==> config.mk <==
export PLATFORM = sky130hd
export DESIGN_NAME = high_byte_hex_escape_codec
export DESIGN_NICKNAME = d
export VERILOG_FILES = /design/src/rtl/core/hbhe_pkg.sv /design/src/rtl/core/high_byte_hex_escape_codec.sv
export SDC_FILE = /design/constraint.sdc
export NUM_CORES = 1
export LEC_CHECK = 0
export BUFFER_PORTS_ARGS = -buffer_cell sky130_fd_sc_hd__buf_2
export CAP_MARGIN = 5
export CELL_PAD_IN_SITES_DETAIL_PLACEMENT = 1
export CELL_PAD_IN_SITES_GLOBAL_PLACEMENT = 1
export CORE_UTILIZATION = 38
export CTS_BUF_LIST = sky130_fd_sc_hd__clkbuf_4 sky130_fd_sc_hd__clkbuf_8
export CTS_CLUSTER_DIAMETER = 40
export DETAILED_ROUTE_END_ITERATION = 12
export HOLD_SLACK_MARGIN = 0.06
export PLACE_DENSITY = 0.76
export SKIP_LAST_GASP = 1
export SLEW_MARGIN = 10
export SYNTH_ARGS = -nofsm -noshare
export SYNTH_HDL_FRONTEND = slang
export SYNTH_SLANG_ARGS = --single-unit
==> constraint.sdc <==
create_clock -name clk -period 3.85 [get_ports clk]
set_clock_uncertainty 0.15 [all_clocks]
set_input_delay 0.1925 -clock clk [delete_from_list [all_inputs] [get_ports clk]]
set_output_delay 0.1925 -clock clk [all_outputs]
set_load 0.05 [all_outputs]
==> src/rtl/core/hbhe_pkg.sv <==
// Package with the constants, types and hex helpers of the high-byte hex escape codec.
`timescale 1ns / 1ps

package hbhe_pkg;

	localparam logic [7:0] ESC_BYTE = 8'h1B;
	localparam int unsigned MAX_RESULTS = 3;

	localparam logic MODE_ENCODE = 1'b0;
	localparam logic MODE_DECODE = 1'b1;

	typedef struct packed {
		logic [7:0] data;
		logic       bad;
	} result_t;

	// Lower-case hex digit for a nibble.
	function automatic logic [7:0] hex_char(input logic [3:0] nib);
		logic [7:0] c;
		if (nib < 4'd10) begin
			c = 8'h30 + {4'd0, nib};
		end else begin
			c = 8'h61 + {4'd0, nib} - 8'd10;
		end
		return c;
	endfunction

	// Nibble value of a hex digit of either case; bit 4 is set when the byte is not one.
	function automatic logic [4:0] hex_value(input logic [7:0] b);
		logic [4:0] v;
		if (b >= 8'h30 && b <= 8'h39) begin
			v = {1'b0, 4'(b - 8'h30)};
		end else if (b >= 8'h61 && b <= 8'h66) begin
			v = {1'b0, 4'(b - 8'h61 + 8'd10)};
		end else if (b >= 8'h41 && b <= 8'h46) begin
			v = {1'b0, 4'(b - 8'h41 + 8'd10)};
		end else begin
			v = 5'h10;
		end
		return v;
	endfunction

endpackage

==> src/rtl/core/high_byte_hex_escape_codec.sv <==
// Path: the results of a request are registered in the result buffer and then in the byte-wide
// output register. A new request is taken only when the buffer is empty or its last result
// is being drained. The output register drains the result buffer one byte per cycle while
// the output is not stalled by m_axis_tready.
// Reset: arst_n clears mode to encode, the hex run and pending digit flags, and all valids.
`timescale 1ns / 1ps

module high_byte_hex_escape_codec (
	input  logic       clk,
	input  logic       arst_n,
	input  logic       cfg_we,
	input  logic       cfg_wdata,     // mode
	input  logic       s_axis_tvalid,
	output logic       s_axis_tready,
	input  logic [7:0] s_axis_tdata,  // in_byte
	output logic       m_axis_tvalid,
	input  logic       m_axis_tready,
	output logic [7:0] m_axis_tdata,  // out_byte
	output logic       m_axis_tlast,  // last
	output logic       m_axis_tuser   // bad_pair
);
	import hbhe_pkg::*;

	logic       mode_q;
	logic       in_hex_run_q;
	logic       half_pending_q;
	logic [7:0] held_digit_q;

	result_t    res_s1 [MAX_RESULTS];
	logic [1:0] buf_cnt_q;

	logic       m_valid_q;
	logic [7:0] m_byte_q;
	logic       m_last_q;
	logic       m_bad_q;

	logic       pop;
	logic       s_hs;

	result_t    new_res [MAX_RESULTS];
	logic [1:0] new_cnt;
	logic       nxt_run;
	logic       nxt_half;
	logic       load_held;
	logic [4:0] hi_v;
	logic [4:0] lo_v;

	assign pop           = (buf_cnt_q != 2'd0) && (!m_valid_q || m_axis_tready);
	assign s_axis_tready = (buf_cnt_q == 2'd0) || ((buf_cnt_q == 2'd1) && pop);
	assign s_hs          = s_axis_tvalid && s_axis_tready;

	assign hi_v = hex_value(held_digit_q);
	assign lo_v = hex_value(s_axis_tdata);

	always_comb begin
		for (int i = 0; i < MAX_RESULTS; i++) begin
			new_res[i] = '{data: 8'h00, bad: 1'b0};
		end
		new_cnt   = 2'd0;
		nxt_run   = in_hex_run_q;
		nxt_half  = half_pending_q;
		load_held = 1'b0;
		case (mode_q)
			MODE_ENCODE: begin
				if (s_axis_tdata[7]) begin
					nxt_run = 1'b1;
					if (!in_hex_run_q) begin
						new_res[0].data = ESC_BYTE;
						new_res[1].data = hex_char(s_axis_tdata[7:4]);
						new_res[2].data = hex_char(s_axis_tdata[3:0]);
						new_cnt         = 2'd3;
					end else begin
						new_res[0].data = hex_char(s_axis_tdata[7:4]);
						new_res[1].data = hex_char(s_axis_tdata[3:0]);
						new_cnt         = 2'd2;
					end
				end else begin
					nxt_run = 1'b0;
					if (in_hex_run_q) begin
						new_res[0].data = ESC_BYTE;
						new_res[1].data = s_axis_tdata;
						new_cnt         = 2'd2;
					end else begin
						new_res[0].data = s_axis_tdata;
						new_cnt         = 2'd1;
					end
				end
			end
			MODE_DECODE: begin
				if (half_pending_q) begin
					nxt_half = 1'b0;
					new_cnt  = 2'd1;
					if (!hi_v[4] && !lo_v[4]) begin
						new_res[0].data = {hi_v[3:0], lo_v[3:0]};
					end else begin
						new_res[0].data = held_digit_q;
						new_res[0].bad  = 1'b1;
					end
				end else if (s_axis_tdata == ESC_BYTE) begin
					nxt_run = !in_hex_run_q;
				end else if (in_hex_run_q) begin
					load_held = 1'b1;
					nxt_half  = 1'b1;
				end else begin
					new_res[0].data = s_axis_tdata;
					new_cnt         = 2'd1;
				end
			end
			default: begin
				new_cnt = 2'd0;
			end
		endcase
	end

	always_ff @(posedge clk or negedge arst_n) begin
		if (!arst_n) begin
			mode_q         <= MODE_ENCODE;
			in_hex_run_q   <= 1'b0;
			half_pending_q <= 1'b0;
		end else begin
			if (cfg_we) begin
				mode_q <= cfg_wdata;
			end
			if (s_hs) begin
				in_hex_run_q   <= nxt_run;
				half_pending_q <= nxt_half;
			end
		end
	end

	always_ff @(posedge clk) begin
		if (s_hs && load_held) begin
			held_digit_q <= s_axis_tdata;
		end
	end

	always_ff @(posedge clk or negedge arst_n) begin
		if (!arst_n) begin
			buf_cnt_q <= 2'd0;
			m_valid_q <= 1'b0;
		end else begin
			if (s_hs) begin
				buf_cnt_q <= new_cnt;
			end else if (pop) begin
				buf_cnt_q <= buf_cnt_q - 2'd1;
			end
			if (pop) begin
				m_valid_q <= 1'b1;
			end else if (m_axis_tready) begin
				m_valid_q <= 1'b0;
			end
		end
	end

	always_ff @(posedge clk) begin
		if (s_hs) begin
			for (int i = 0; i < MAX_RESULTS; i++) begin
				res_s1[i] <= new_res[i];
			end
		end else if (pop) begin
			for (int i = 0; i < MAX_RESULTS - 1; i++) begin
				res_s1[i] <= res_s1[i + 1];
			end
		end
		if (pop) begin
			m_byte_q <= res_s1[0].data;
			m_bad_q  <= res_s1[0].bad;
			m_last_q <= (buf_cnt_q == 2'd1);
		end
	end

	assign m_axis_tvalid = m_valid_q;
	assign m_axis_tdata  = m_byte_q;
	assign m_axis_tlast  = m_last_q;
	assign m_axis_tuser  = m_bad_q;

`ifndef SYNTHESIS
	// A new request is only taken when at most one buffered result is left.
	assert property (@(posedge clk) disable iff (!arst_n)
		s_axis_tready |-> (buf_cnt_q == 2'd0 || buf_cnt_q == 2'd1))
		else $error("input ready while the result buffer is still full");

	// An encoded high byte leaves at least two results in the buffer.
	assert property (@(posedge clk) disable iff (!arst_n)
		s_hs && (mode_q == MODE_ENCODE) && s_axis_tdata[7]
		|=> (buf_cnt_q == 2'd2 || buf_cnt_q == 2'd3))
		else $error("encoded high byte did not yield two hex digits");

	// A flagged pair is always the only, and hence final, result of its request.
	assert property (@(posedge clk) disable iff (!arst_n)
		m_axis_tvalid && m_axis_tuser |-> m_axis_tlast)
		else $error("bad pair result not marked as last");
`endif

endmodule
==> impl_metrics.py, run 1 <==
metrics = {
    "setup_path": {
        "cp_data_required_time_ns": 3.76,
        "path_cells": "or4b_1 -> a21oi_1 -> a21oi_1 -> a21oi_2 -> mux2_4 -> a221o_1",
        "worstRegToRegCells": 6,
        "arrival_ns": 2.78,
        "timing.rr.start": "held_digit_q[3]",
        "slowest_delay_ns": 0.51,
        "reg2reg_to": "res_s1[0][4]",
        "startpoint_type": "flip-flop",
        "rrSetupSlack_ns": 0.99,
        "crit_path_end_kind": "flip-flop",
        "path_max_fanout": 6,
        "cpMostUsedCell": "a21oi_1",
        "critPathBufInv": 0,
        "crit_slowest_cell": "edfxtp_1",
        "critPathKind": "flip-flop to flip-flop",
        "critical-path-top-delay-family": "compound AO/OA/AOI/OAI gates",
    },
    "detailed_routing": {
        "wl_met1_um": 3410,
        "route.met3.wl_um": 400,
        "top_layer_used": "met4",
        "finalWirelength_um": 7840,
        "via_per_inst": 5.90,
        "vias": 2460,
        "wire_per_inst_um": 18.8,
        "first_pass_iters": 4,
        "ant_nets": 0,
        "drc_errors": 0,
        "wl_met2_um": 3890,
        "drtIter0Drc": 138,
    },
    "clocking": {
        "clk_latency_ns": 0.31,
        "cts_tree": "done",
        "cts_htree_levels": 2,
        "root_buffer": "clkbuf_8",
        "cts_max_path_buffers": 2,
        "cts_setup_buffers": 0,
        "clkSinkCount": 47,
        "cts.reportedPaths.clkPinSlew_ns": 0.10,
        "cts_buffers": 5,
    },
    "synthesis": {
        "synth-edff-count": 41,
        "yosysWarnings": 0,
        "synth.avg_cell_area_sq_um": 9.87,
        "seq_area_frac_synth_pct": 46.8,
        "ys_seq_elements": 47,
        "synth_cells": 299,
        "synthFlopType": "edfxtp_1",
        "synth_area_sq_um": 2950,
        "synthArstFlopShare_pct": 12.8,
        "ys_types": 63,
        "syn_nets": 326,
    },
    "timing": {
        "setup_viol": 0,
        "hold_violations": 0,
        "period_share_pct": 74.4,
        "fmax_mhz": 349,
        "worst_pin_slew_ns": 0.740,
        "slew_headroom_pct": 50.2,
        "tns_ns": 0,
        "rsz0062_at_grt": "no",
        "drv_slew": 0,
        "fin_crit_ns": 2.86,
    },
    "power": {
        "total_power_mw": 2.20,
        "leakage_nw": 1.25,
        "peakVddDrop_uv": 179,
        "power_density_nw_per_um2": 670,
    },
    "final_layout": {
        "fillers": 874,
        "fin_nets": 344,
        "drive_gt1_share_pct": 14.8,
        "syn_to_final_growth_pct": 11.2,
        "insertedDiodeCount": 0,
        "final_cell_mix": "edfxtp_1, nand2_1, a21oi_1",
        "layout.cells.most_common": "edfxtp_1",
    },
    "global_routing": {
        "first_global_vias": 2418,
        "track_usage_pct": 19.6,
        "grt_pass1_wl_um": 12500,
        "gr-total-overflow": 0,
        "antenna_found_initial": 0,
        "grt_max_degree": 27,
    },
    "placed_design": {
        "dp_hpwl_um": 5600,
        "io_buffers": 25,
        "finalWeightedCongestion": 0.870,
    },
    "floorplan": {
        "initial_core_util_pct": 40.0,
        "die_h_um": 90.1,
        "core_area_sq_um": 7370,
        "rows": 31,
        "io_pins": 26,
        "die-area_sq_um": 8120,
        "die_x_um": 90.1,
    },
    "hold_path": {
        "holdPathStages": 1,
        "holdCritStartpoint": "s_axis_tdata[4]",
        "hold_end": "held_digit_q[4]",
        "min_path_type": "input port to flip-flop",
    },
    "outcome": {
        "outcome": "finished clean",
    },
    "flow_run": {
        "drv_cap": 0,
    },
}
## metrics by stage
stage / util, % / worst slack (ns) / cells / hold slack [ns] / cell area, sq um
after detailed placement: 42.4 / 0.958 / 405 / -0.116 / 3130
after global placement: 42.4 / 1.03 / 405 / -0.126 / 3130
after floorplan: - / 1.20 / 299 / -0.253 / 2950
final: 44.5 / 0.986 / 417 / 0.0938 / 3280
after CTS: 44.5 / 1.03 / 417 / 0.0894 / 3280
after global routing: 44.5 / 0.932 / 417 / 0.0966 / 3280
## worst reg2reg max path: stages (launching register included)
cell	delay (ns)
edfxtp_1	0.51
or4b_1	0.51
a21oi_1	0.32
a21oi_1	0.26
a21oi_2	0.24
mux2_4	0.32
a221o_1	0.31
## report_power, final
part	switching [mW]	internal, mW
clock network	0.182	0.196
logic	0.610	0.259
registers	0.132	0.820
## area by class of cell
cell class / count / area (sq um) / share of cell area [%]
Sequential cell: 47 / 1380 / 42.1
Clock inverter: 3 / 46.3 / 1.41
Multi-Input combinational cell: 216 / 1420 / 43.3
Clock buffer: 5 / 68.8 / 2.10
Tap cell: 99 / 124 / 3.78
Inverter: 16 / 60.1 / 1.83
Timing Repair Buffer: 31 / 180 / 5.49
## registers in the layout, summed over array words and instances (netlist names)
signal          count
res_s1             23
held_digit_q        8
m_axis_tdata        8
buf_cnt_q           2
half_pending_q      1
in_hex_run_q        1
m_axis_tlast        1
m_axis_tuser        1
m_axis_tvalid       1
mode_q              1
## synthesized netlist by cell type, types with 3 or more instances
master,number,area (sq um)
ha_1,13,163
o21ai_1,5,25.0
edfxtp_1,41,1230
a31oi_1,4,25.0
nand2b_1,9,56.3
o2111ai_1,3,26.3
a21o_1,4,30.0
inv_1,16,60.1
nor3b_1,3,22.5
a32oi_1,3,26.3
mux2i_1,6,60.1
o22ai_1,5,31.3
nand2_1,32,120
o41ai_1,3,26.3
a21oi_1,27,135
nor3_1,7,35.0
o21ai_0,14,70.1
nand3_1,6,30.0
a211oi_1,3,22.5
nor2_1,15,56.3
o21a_1,3,22.5
nor2b_1,5,31.3
dfrtp_1,6,150
clkbuf_1,16,60.1
## how the worst max path moves through the flow
stage / startpoint / to / slack (ns) / cells after the start
after floorplan: m_axis_tvalid / held_digit_q[0] / 1.20 / 5
after global placement: s_axis_tdata[1] / res_s1[0][4] / 1.03 / 9
after detailed placement: s_axis_tdata[1] / res_s1[0][4] / 0.96 / 9
after CTS: held_digit_q[3] / res_s1[0][4] / 1.03 / 6
after global routing: held_digit_q[3] / res_s1[0][4] / 0.93 / 6
final: held_digit_q[3] / res_s1[0][4] / 0.99 / 6
## layer usage
metal,global-route usage [%],vias up
met4,5.78,0
met3,2.45,10
met2,33.8,78
met1,25.6,1214
met5,0,-
li1,-,1158
## cells by family after synthesis
family,after synthesis,synth area share (%)
XOR/XNOR,2,0.594
AO/OA/AOI/OAI,98,22.2
AND/OR/NAND/NOR,95,16.9
buffers and inverters,36,5.05
multiplexers,8,2.93
flip-flops,47,46.8
adder cells (fa/ha/maj),13,5.51
## what timing repair did
item,in CTS,in global routing
hold buffers,4,0
hold endpoints to repair,8,0
resized for setup,0,0
(Power assumes the default switching activity.)
==> run 2: changes to the inputs <==
- ABC_AREA: not set -> 1
- PLACE_DENSITY: 0.76 -> 0.78
- clock period: 3.85 -> 2.8 ns (I/O delays scaled with it)
==> run 2 against run 1 <==
Worst hold slack worse by 0.025 ns. Via count is 6.0% higher. Area after synthesis is 0.93% lower. First-iteration DRC count is 51% lower. Combinational power is 58% higher. Setup slack worse by 0.63 ns. Critical path depth is 9 higher. Sequential power is 31% higher. Design area is 3.8% higher. Cell count is 20% higher. Critical endpoint is now res_s1[0][1]. Largest cell class is now flip-flops and latches. Highest routed layer unchanged.
==> impl_metrics.py, run 2 <==
metrics = {
    "synthesis": {
        "yosysMostFrequentCell": "nand2_1",
        "synth-edff-count": 41,
        "yosys.area.top_type_share_pct": 42.1,
        "synth.avg_cell_area_sq_um": 8.12,
        "ys_seq_elements": 47,
        "synth_cells": 360,
        "syn_nets": 387,
        "synthTopCellsByArea": "edfxtp_1, nand2_1, inv_1, ha_1, dfrtp_1",
        "yosysWarnings": 0,
        "synthArstFlopShare_pct": 12.8,
        "ys_types": 34,
        "synth_area_sq_um": 2920,
        "synth.largest_area_cell": "edfxtp_1",
        "seq_area_frac_synth_pct": 47.3,
        "synthFlopType": "edfxtp_1",
        "synthTopCellsByCount": "nand2_1, inv_1, edfxtp_1",
    },
    "timing": {
        "period_share_pct": 87.4,
        "fmax_mhz": 409,
        "setup_viol": 0,
        "hold_violations": 0,
        "fin_crit_ns": 2.45,
        "drv_slew": 0,
        "worst_pin_slew_ns": 0.663,
        "tns_ns": 0,
        "layout_setup_ws_ns": 0.353,
        "slew_headroom_pct": 55.7,
        "rsz0062_at_grt": "no",
        "fin_hold_ws_ns": 0.0692,
    },
    "flow_run": {
        "drv_cap": 0,
    },
    "floorplan": {
        "die-area_sq_um": 8050,
        "rows": 31,
        "io_pins": 26,
        "die_h_um": 89.7,
        "die_x_um": 89.7,
        "core_area_sq_um": 7330,
        "initial_core_util_pct": 39.9,
    },
    "detailed_routing": {
        "top_layer_used": "met4",
        "wl_met1_um": 3540,
        "wire_per_inst_um": 16.3,
        "ant_nets": 0,
        "route.met3.wl_um": 222,
        "first_pass_iters": 4,
        "finalWirelength_um": 8150,
        "wl_met2_um": 4220,
        "drtIter0Drc": 68,
        "via_per_inst": 5.20,
        "vias": 2607,
        "drc_errors": 0,
    },
    "final_layout": {
        "final_cell_mix": "nand2_1, inv_1, edfxtp_1",
        "fin_nets": 428,
        "drive_gt1_share_pct": 14.2,
        "syn_to_final_growth_pct": 16.5,
        "insertedDiodeCount": 0,
        "largest-register": "res_s1",
        "layout.cells.most_common": "nand2_1",
        "largest_register_ffs": 23,
    },
    "setup_path": {
        "path_max_fanout": 8,
        "worstRegToRegCells": 12,
        "cp_data_required_time_ns": 2.72,
        "rrSetupSlack_ns": 0.44,
        "critPathKind": "input port to flip-flop",
        "crit_path_start": "s_axis_tdata[5]",
        "arrival_ns": 2.37,
        "reg2reg_to": "res_s1[0][8]",
        "startpoint_type": "input port",
        "crit_path_end_kind": "flip-flop",
        "timing.rr.start": "held_digit_q[0]",
    },
    "clocking": {
        "clkSinkCount": 47,
        "cts_resized": 0,
        "cts_buffers": 5,
        "cts_htree_levels": 2,
        "cts.reportedPaths.clkPinSlew_ns": 0.10,
        "cts_max_path_buffers": 2,
        "root_buffer": "clkbuf_8",
        "clk_latency_ns": 0.31,
        "cts_tree": "done",
    },
    "global_routing": {
        "first_global_vias": 2756,
        "antenna_found_initial": 0,
        "gr-total-overflow": 0,
        "grt_max_degree": 20,
        "track_usage_pct": 21.4,
        "grt_pass1_wl_um": 13800,
    },
    "hold_path": {
        "holdPathStages": 3,
        "min_path_type": "input port to flip-flop",
        "hold_end": "buf_cnt_q[1]",
        "holdCritStartpoint": "s_axis_tvalid",
    },
    "outcome": {
        "outcome": "finished clean",
    },
    "placed_design": {
        "dp_slack_ns": 0.468,
        "dp_hpwl_um": 6220,
        "finalWeightedCongestion": 0.870,
        "io_buffers": 25,
    },
    "power": {
        "peakVddDrop_uv": 299,
        "power_density_nw_per_um2": 921,
        "leakage_nw": 1.54,
    },
}
-- run 2: cell count changes in the layout (fill, tap and decap cells not counted), sizes merged, moves of 4 or more --
cell,before,now
inv,17,49
nand3,6,27
nand2b,9,0
o21ai,19,30
nor2,15,36
nor2b,5,0
a21oi,28,13
mux2i,6,0
nand2,32,110
a21o,5,0
dlygate4sd3,4,12
a31oi,4,0
-- run 2: stage by stage --
step                std cells  util (%)  total power, mW  area [sq um]
detailed placement        481      43.2             2.62          3170
floorplan                 360         -             2.23          2920
CTS                       501      46.4             3.15          3400
global placement          481      43.2             2.56          3170
global route              501      46.4             3.32          3400
finish                    501      46.4             3.14          3400
-- run 2: worst max-delay path by stage --
stage	endpoint	slack, ns	cells past startpoint
4_1_cts	res_s1[0][1]	0.38	15
5_1_grt	res_s1[0][6]	0.21	12
6_report	res_s1[0][1]	0.35	15
2_1_floorplan	held_digit_q[0]	0.22	7
3_5_place_dp	res_s1[0][6]	0.47	12
3_3_place_gp	res_s1[0][6]	0.56	12
-- run 2: area by class of cell --
| class | count | area [sq um] |
|---|---|---|
| clock buffer | 5 | 68.8 |
| clock inverter | 3 | 47.5 |
| timing repair buffer | 42 | 283 |
| multi-input combinational | 257 | 1320 |
| sequential | 47 | 1380 |
| inverter | 48 | 180 |
| fill | 907 | 3930 |
| tap | 99 | 124 |
-- run 2: routing by layer --
metal / global-route usage, % / up-vias
met5: 0 / -
met4: 7.51 / 0
met3: 2.88 / 15
met2: 38.3 / 54
met1: 26.2 / 1266
li1: - / 1272
-- run 2: report_power, final --
part	total, mW	switching (mW)	internal, mW
combinational	1.37	1.02	0.350
clock	0.522	0.251	0.271
sequential	1.25	0.0924	1.15
-- run 2: what timing repair did --
item	4_1_cts	5_1_grt
setup buffers	0	0
hold buffers	12	0
hold endpoints to repair	14	0
-- run 2: cells by family after synthesis --
kind of cell / synth area share [%]
xor+xnor: 0.899
fa+ha+maj: 5.57
flops: 47.3
compound gates: 11.8
buf+inv: 7.58
simple gates: 26.9
-- run 2: worst max-delay path, stage by stage --
cell and delay (ns):
dlygate4sd3_1 0.54, buf_2 0.18, inv_1 0.18, ha_1 0.24
inv_1 0.05, a21oi_1 0.21, nand2_1 0.08, nand2_1 0.07
nand2_2 0.07, nand3_4 0.12, nand2_4 0.10, nand2_1 0.07
nand3_1 0.09, nand2_1 0.13, a21oi_2 0.07
